===== src/hw/rtl/spq_pkg.sv =====
// ----------------------------------------------------------------------------
// Sorted priority queue package
// Shared types and codes for the sorted priority queue and its cells.
// ----------------------------------------------------------------------------
package spq_pkg;

  localparam int QUEUE_DEPTH = 16;
  localparam int PRI_W       = 16;
  localparam int DATA_W      = 32;
  localparam int OPC_W       = 2;
  localparam int STAT_W      = 2;
  localparam int COUNT_W     = $clog2(QUEUE_DEPTH + 1);

  localparam logic [OPC_W-1:0] OP_ENQ = 2'd0;
  localparam logic [OPC_W-1:0] OP_DEQ = 2'd1;
  localparam logic [OPC_W-1:0] OP_CLR = 2'd2;
  localparam logic [OPC_W-1:0] OP_NOP = 2'd3;

  localparam logic [STAT_W-1:0] ST_OK    = 2'd0;
  localparam logic [STAT_W-1:0] ST_UNDER = 2'd1;
  localparam logic [STAT_W-1:0] ST_OVER  = 2'd2;

  typedef struct packed {
    logic [OPC_W-1:0]         opcode;
    logic [PRI_W-1:0]         new_priority;
    logic signed [DATA_W-1:0] new_data;
  } in_t;

  typedef struct packed {
    logic signed [DATA_W-1:0] out_data;
    logic [PRI_W-1:0]         out_priority;
    logic [STAT_W-1:0]        status;
    logic [COUNT_W-1:0]       entry_count;
  } out_t;

  typedef struct packed {
    logic [PRI_W-1:0]         pri;
    logic signed [DATA_W-1:0] data;
  } entry_t;

  // Per-cycle command broadcast to every cell.
  typedef struct packed {
    logic enq;
    logic deq;
    logic clr;
  } cell_ctrl_t;

endpackage


===== src/hw/rtl/sorted_priority_queue.sv =====
// ----------------------------------------------------------------------------
// Sorted priority queue
// Bounded queue kept sorted by ascending priority number in a row of cells.
// ----------------------------------------------------------------------------
// Output: the result appears on out_result with out_strobe in the cycle after
// the transaction is accepted.
// Throughput: one transaction per cycle; every cell updates in parallel from
// its neighbors, so busy stays low and the receiver cannot stall.
// Reset: synchronous, active low; empties the queue, stored words are left.
module sorted_priority_queue (
  input  logic          clk,
  input  logic          rst_n,
  input  logic          start,
  output logic          busy,
  input  spq_pkg::in_t  in_item,
  output logic          out_strobe,
  output spq_pkg::out_t out_result
);

  localparam int QUEUE_DEPTH = spq_pkg::QUEUE_DEPTH;
  localparam int CNT_W = spq_pkg::COUNT_W;
  localparam logic [CNT_W-1:0] FULL_CNT = CNT_W'(QUEUE_DEPTH);

  spq_pkg::entry_t    cell_entry [QUEUE_DEPTH];
  logic               cell_valid [QUEUE_DEPTH];
  logic               cell_disp  [QUEUE_DEPTH];
  spq_pkg::entry_t    new_entry;
  spq_pkg::cell_ctrl_t ctrl;

  logic [CNT_W-1:0]   count_r, count_nxt;
  logic               out_strobe_r;
  spq_pkg::out_t      out_result_r, out_result_nxt;
  logic               accept, is_full, is_empty;

  assign busy     = 1'b0;
  assign accept   = start && !busy;
  assign is_full  = count_r == FULL_CNT;
  assign is_empty = count_r == '0;

  assign new_entry.pri  = in_item.new_priority;
  assign new_entry.data = in_item.new_data;

  assign ctrl.enq = accept && (in_item.opcode == spq_pkg::OP_ENQ) && !is_full;
  assign ctrl.deq = accept && (in_item.opcode == spq_pkg::OP_DEQ) && !is_empty;
  assign ctrl.clr = accept && (in_item.opcode == spq_pkg::OP_CLR);

  for (genvar i = 0; i < QUEUE_DEPTH; i++) begin : g_cell
    spq_pkg::entry_t left_entry, right_entry;
    logic            left_valid, left_disp, right_valid;

    if (i == 0) begin : g_head
      assign left_entry = new_entry;
      assign left_valid = 1'b1;
      assign left_disp  = 1'b0;
    end else begin : g_body
      assign left_entry = cell_entry[i-1];
      assign left_valid = cell_valid[i-1];
      assign left_disp  = cell_disp[i-1];
    end

    if (i == QUEUE_DEPTH - 1) begin : g_tail
      assign right_entry = '0;
      assign right_valid = 1'b0;
    end else begin : g_inner
      assign right_entry = cell_entry[i+1];
      assign right_valid = cell_valid[i+1];
    end

    spq_cell u_cell (
      .clk         (clk),
      .rst_n       (rst_n),
      .ctrl        (ctrl),
      .new_entry   (new_entry),
      .cmp_strict  (i == 0),
      .left_entry  (left_entry),
      .left_valid  (left_valid),
      .left_disp   (left_disp),
      .right_entry (right_entry),
      .right_valid (right_valid),
      .entry       (cell_entry[i]),
      .valid       (cell_valid[i]),
      .disp        (cell_disp[i])
    );
  end

  always_comb begin
    count_nxt      = count_r;
    out_result_nxt = '0;
    if (ctrl.clr) begin
      count_nxt = '0;
    end else if (ctrl.enq) begin
      count_nxt = count_r + CNT_W'(1);
    end else if (ctrl.deq) begin
      count_nxt                   = count_r - CNT_W'(1);
      out_result_nxt.out_data     = cell_entry[0].data;
      out_result_nxt.out_priority = cell_entry[0].pri;
    end

    if (in_item.opcode == spq_pkg::OP_ENQ && is_full) begin
      out_result_nxt.status = spq_pkg::ST_OVER;
    end else if (in_item.opcode == spq_pkg::OP_DEQ && is_empty) begin
      out_result_nxt.status = spq_pkg::ST_UNDER;
    end else begin
      out_result_nxt.status = spq_pkg::ST_OK;
    end
    out_result_nxt.entry_count = count_nxt;
  end

  always_ff @(posedge clk) begin
    if (!rst_n) begin
      count_r      <= '0;
      out_strobe_r <= 1'b0;
    end else begin
      if (accept) begin
        count_r <= count_nxt;
      end
      out_strobe_r <= accept;
    end
  end

  always_ff @(posedge clk) begin
    if (accept) begin
      out_result_r <= out_result_nxt;
    end
  end

  assign out_strobe = out_strobe_r;
  assign out_result = out_result_r;

endmodule


===== src/hw/rtl/spq_cell.sv =====
// ----------------------------------------------------------------------------
// Sorted priority queue cell
// Holds one entry; shifts toward the tail on insert and toward the head on
// removal, deciding locally from its own compare and its left neighbor's.
// ----------------------------------------------------------------------------
module spq_cell (
  input  logic              clk,
  input  logic              rst_n,
  input  spq_pkg::cell_ctrl_t ctrl,
  input  spq_pkg::entry_t   new_entry,
  input  logic              cmp_strict,
  input  spq_pkg::entry_t   left_entry,
  input  logic              left_valid,
  input  logic              left_disp,
  input  spq_pkg::entry_t   right_entry,
  input  logic              right_valid,
  output spq_pkg::entry_t   entry,
  output logic              valid,
  output logic              disp
);

  spq_pkg::entry_t entry_r, entry_nxt;
  logic            valid_r, valid_nxt;
  logic            pri_gt, pri_eq;

  assign pri_gt = entry_r.pri > new_entry.pri;
  assign pri_eq = entry_r.pri == new_entry.pri;

  // An empty cell counts as displaced so the new entry lands at the tail.
  // The head cell only yields to a strictly smaller priority number.
  assign disp = !valid_r || pri_gt || (!cmp_strict && pri_eq);

  always_comb begin
    entry_nxt = entry_r;
    valid_nxt = valid_r;
    if (ctrl.clr) begin
      valid_nxt = 1'b0;
    end else if (ctrl.enq) begin
      if (disp) begin
        entry_nxt = left_disp ? left_entry : new_entry;
        valid_nxt = left_valid;
      end
    end else if (ctrl.deq) begin
      entry_nxt = right_entry;
      valid_nxt = right_valid;
    end
  end

  always_ff @(posedge clk) begin
    if (!rst_n) begin
      valid_r <= 1'b0;
    end else begin
      valid_r <= valid_nxt;
    end
  end

  always_ff @(posedge clk) begin
    entry_r <= entry_nxt;
  end

  assign entry = entry_r;
  assign valid = valid_r;

endmodule


===== config.mk =====
export PLATFORM = sky130hd
export DESIGN_NAME = sorted_priority_queue
export DESIGN_NICKNAME = d
export VERILOG_FILES = /design/src/hw/rtl/spq_pkg.sv /design/src/hw/rtl/sorted_priority_queue.sv /design/src/hw/rtl/spq_cell.sv
export SDC_FILE = /design/constraint.sdc
export NUM_CORES = 2
export LEC_CHECK = 0
export BUFFER_PORTS_ARGS = -buffer_cell sky130_fd_sc_hd__buf_2
export CAP_MARGIN = 15
export CELL_PAD_IN_SITES_DETAIL_PLACEMENT = 1
export CELL_PAD_IN_SITES_GLOBAL_PLACEMENT = 2
export CORE_MARGIN = 4
export CORE_UTILIZATION = 40
export DETAILED_ROUTE_END_ITERATION = 8
export PLACE_DENSITY = 0.78
export SLEW_MARGIN = 15
export SYNTH_ARGS = -nofsm -noshare
export SYNTH_HDL_FRONTEND = slang
export SYNTH_HIERARCHICAL = 1
export SYNTH_SLANG_ARGS = --single-unit

===== constraint.sdc =====
create_clock -name clk -period 8.8 [get_ports clk]
set_clock_uncertainty 0.2 [all_clocks]
set_input_delay 0.44 -clock clk [delete_from_list [all_inputs] [get_ports clk]]
set_output_delay 0.44 -clock clk [all_outputs]
set_load 0.05 [all_outputs]

==> impl_metrics.env <==
export IMPL_status="finished clean"
export IMPL_dp_hpwl_mm=85.7
export IMPL_cts_tree="built"
export IMPL_antenna_left=0
export IMPL_ioPinCount=110
export IMPL_synthesis_area_sq_mm=0.0492
export IMPL_rsz0062_at_grt="no"
export IMPL_nets=4961
export IMPL_p_leak_nw=25.4
export IMPL_drive_above_1_share=0.0834
export IMPL_max_freq_ghz=0.225
export IMPL_dieArea_sq_mm=0.129
export IMPL_final_cell_mix="a21oi_1 (859), edfxtp_1 (823), nor2_1 (814)"
export IMPL_critPathCaptureType="flop"
export IMPL_post_route_period_util=0.505
export IMPL_antenna_found_initial=10
export IMPL_cpMostUsedCell="buf_4"
export IMPL_clkLatencyLatePin_ns=0.69
export IMPL_grt_pass1_wl_mm=203
export IMPL_worstHoldPathType="input pin to flop"
export IMPL_period_minus_slack_ns=4.44
export IMPL_die_width_um=359
export IMPL_dr_total_vias=34000
export IMPL_grt_max_degree=253
export IMPL_tightest_slew_ns=1.22
export IMPL_post_cts_buffers=0
export IMPL_p_per_area_mw_per_mm2=185
export IMPL_track_usage=0.198
export IMPL_final_cell_count_no_fill=6364
export IMPL_layout_commonest_cell="a21oi_1"
export IMPL_dp_cells=6169
export IMPL_netlist_instances=4591
export IMPL_hold_violations=0
export IMPL_setup_violations_final=0
export IMPL_seq_area_sq_mm=0.0252
export IMPL_gr_total_overflow=0
export IMPL_drt_iter0_drc=2165
export IMPL_vias_per_cell=5.35
export IMPL_clock_sinks=845
export IMPL_gp_congestion=0.796
export IMPL_cts_buffers=102
export IMPL_cp_max_fo=208
export IMPL_die_y_um=359
export IMPL_slew_limit_headroom=0.183
export IMPL_cts_root_buf="clkbuf_16"
export IMPL_start_util=0.403
export IMPL_arrival_ns=4.60
export IMPL_syn2layout_area_growth_pct=11.8
export IMPL_drv_cap=0
export IMPL_crit_required_ns=8.96
export IMPL_cts_max_path_buffers=3
export IMPL_worstPathCellList="inv_1, ha_1, nor3b_1, a211oi_4, buf_4, buf_4, buf_12, a21oi_1"
export IMPL_final_fill_count=13200
export IMPL_fp_row_count=128
export IMPL_setup_worst_path_start_class="flop"
export IMPL_drcViolationCount=0
export IMPL_maxSlewViolCount=0
export IMPL_cts_max_level=3
export IMPL_clk_pin_slew_ns=0.06
export IMPL_wl_mm=129
export IMPL_avgSynthCellArea_sq_um=10.7
export IMPL_drtPass1Iterations=8
export IMPL_fin_ws_ns=4.36
export IMPL_yosys_warnings=6
export IMPL_multi_input_area_sq_mm=0.0223
export IMPL_core_area_sq_mm=0.122
export IMPL_grt_pass1_vias=34700
export IMPL_cpMaxStageDelayCell="buf_4"
export IMPL_dp_slack_ns=3.88
export IMPL_critPathMaxStageDelay_ns=0.89
export IMPL_postLayoutCoreUtil=0.451
export IMPL_crit_type="flop to flop"
export IMPL_tns_ns=0
export IMPL_wl_per_cell_um=20.3
export IMPL_peakVddDrop_uv=150
export IMPL_hold_ws_ns=0.0626
export IMPL_io_buffers=108
## final timing paths
kind	slack, ns	cells after the start	to	start
setup / recovery	4.36	8	g_cell[9].u_cell/entry[26]	count_r[0]
hold / removal	0.06	2	out_result[6]	in_item[48]
setup reg to reg	4.36	8	g_cell[9].u_cell/entry[26]	count_r[0]
hold reg to reg	0.32	2	g_cell[8].u_cell/valid	g_cell[7].u_cell/valid
## layer usage
metal  GRT usage  routed length [um]
met1       0.291               64300
met2       0.313               57400
met3      0.0265                5070
met4      0.0454                2550
met5           0                  13
## layout make-up
type | instances | area share
Tap cell | 1625 | 0.0370
Sequential cell | 845 | 0.457
Clock buffer | 123 | 0.0486
Multi-Input combinational cell | 3249 | 0.405
Timing Repair Buffer | 169 | 0.0195
Antenna cell | 5 | 0.000227
Clock inverter | 65 | 0.0131
Inverter | 283 | 0.0193
## power breakdown
part	switching [mW]	total, mW	internal, mW
clock network	1.76	4.31	2.55
registers	0.106	4.74	4.64
logic	0.738	1.12	0.384
total	2.61	10.2	7.57
## repair_timing
| action | 4_1_cts | 5_1_grt |
|---|---|---|
| hold buffers | 1 | 0 |
| hold endpoints to repair | 2 | 0 |
| gates resized for setup | 0 | 0 |
## stage by stage
step,instance area (sq um),power [mW]
CTS,55000,10.3
global route,55000,10.6
finish,55000,10.2
floorplan,49400,5.56
global placement,51600,5.91
detailed placement,51600,5.95
## sequential cells by signal (all words and copies together) (netlist names)
| register | cells |
|---|---|
| g_cell.u_cell/valid | 16 |
| count_r | 5 |
| out_strobe | 1 |
| out_result | 55 |
| g_cell.u_cell/entry | 768 |
## critical path, delay by kind of cell, from the launching register on
| family | cells | cell delay [ns] |
|---|---|---|
| adders and majority gates | 1 | 0.26 |
| AOI/OAI and AO/OA | 2 | 0.58 |
| DFF | 1 | 0.40 |
| and+or+nand+nor | 1 | 0.18 |
| buffers and inverters | 4 | 2.07 |
No activity file was read; power rests on OpenSTA's default activity.
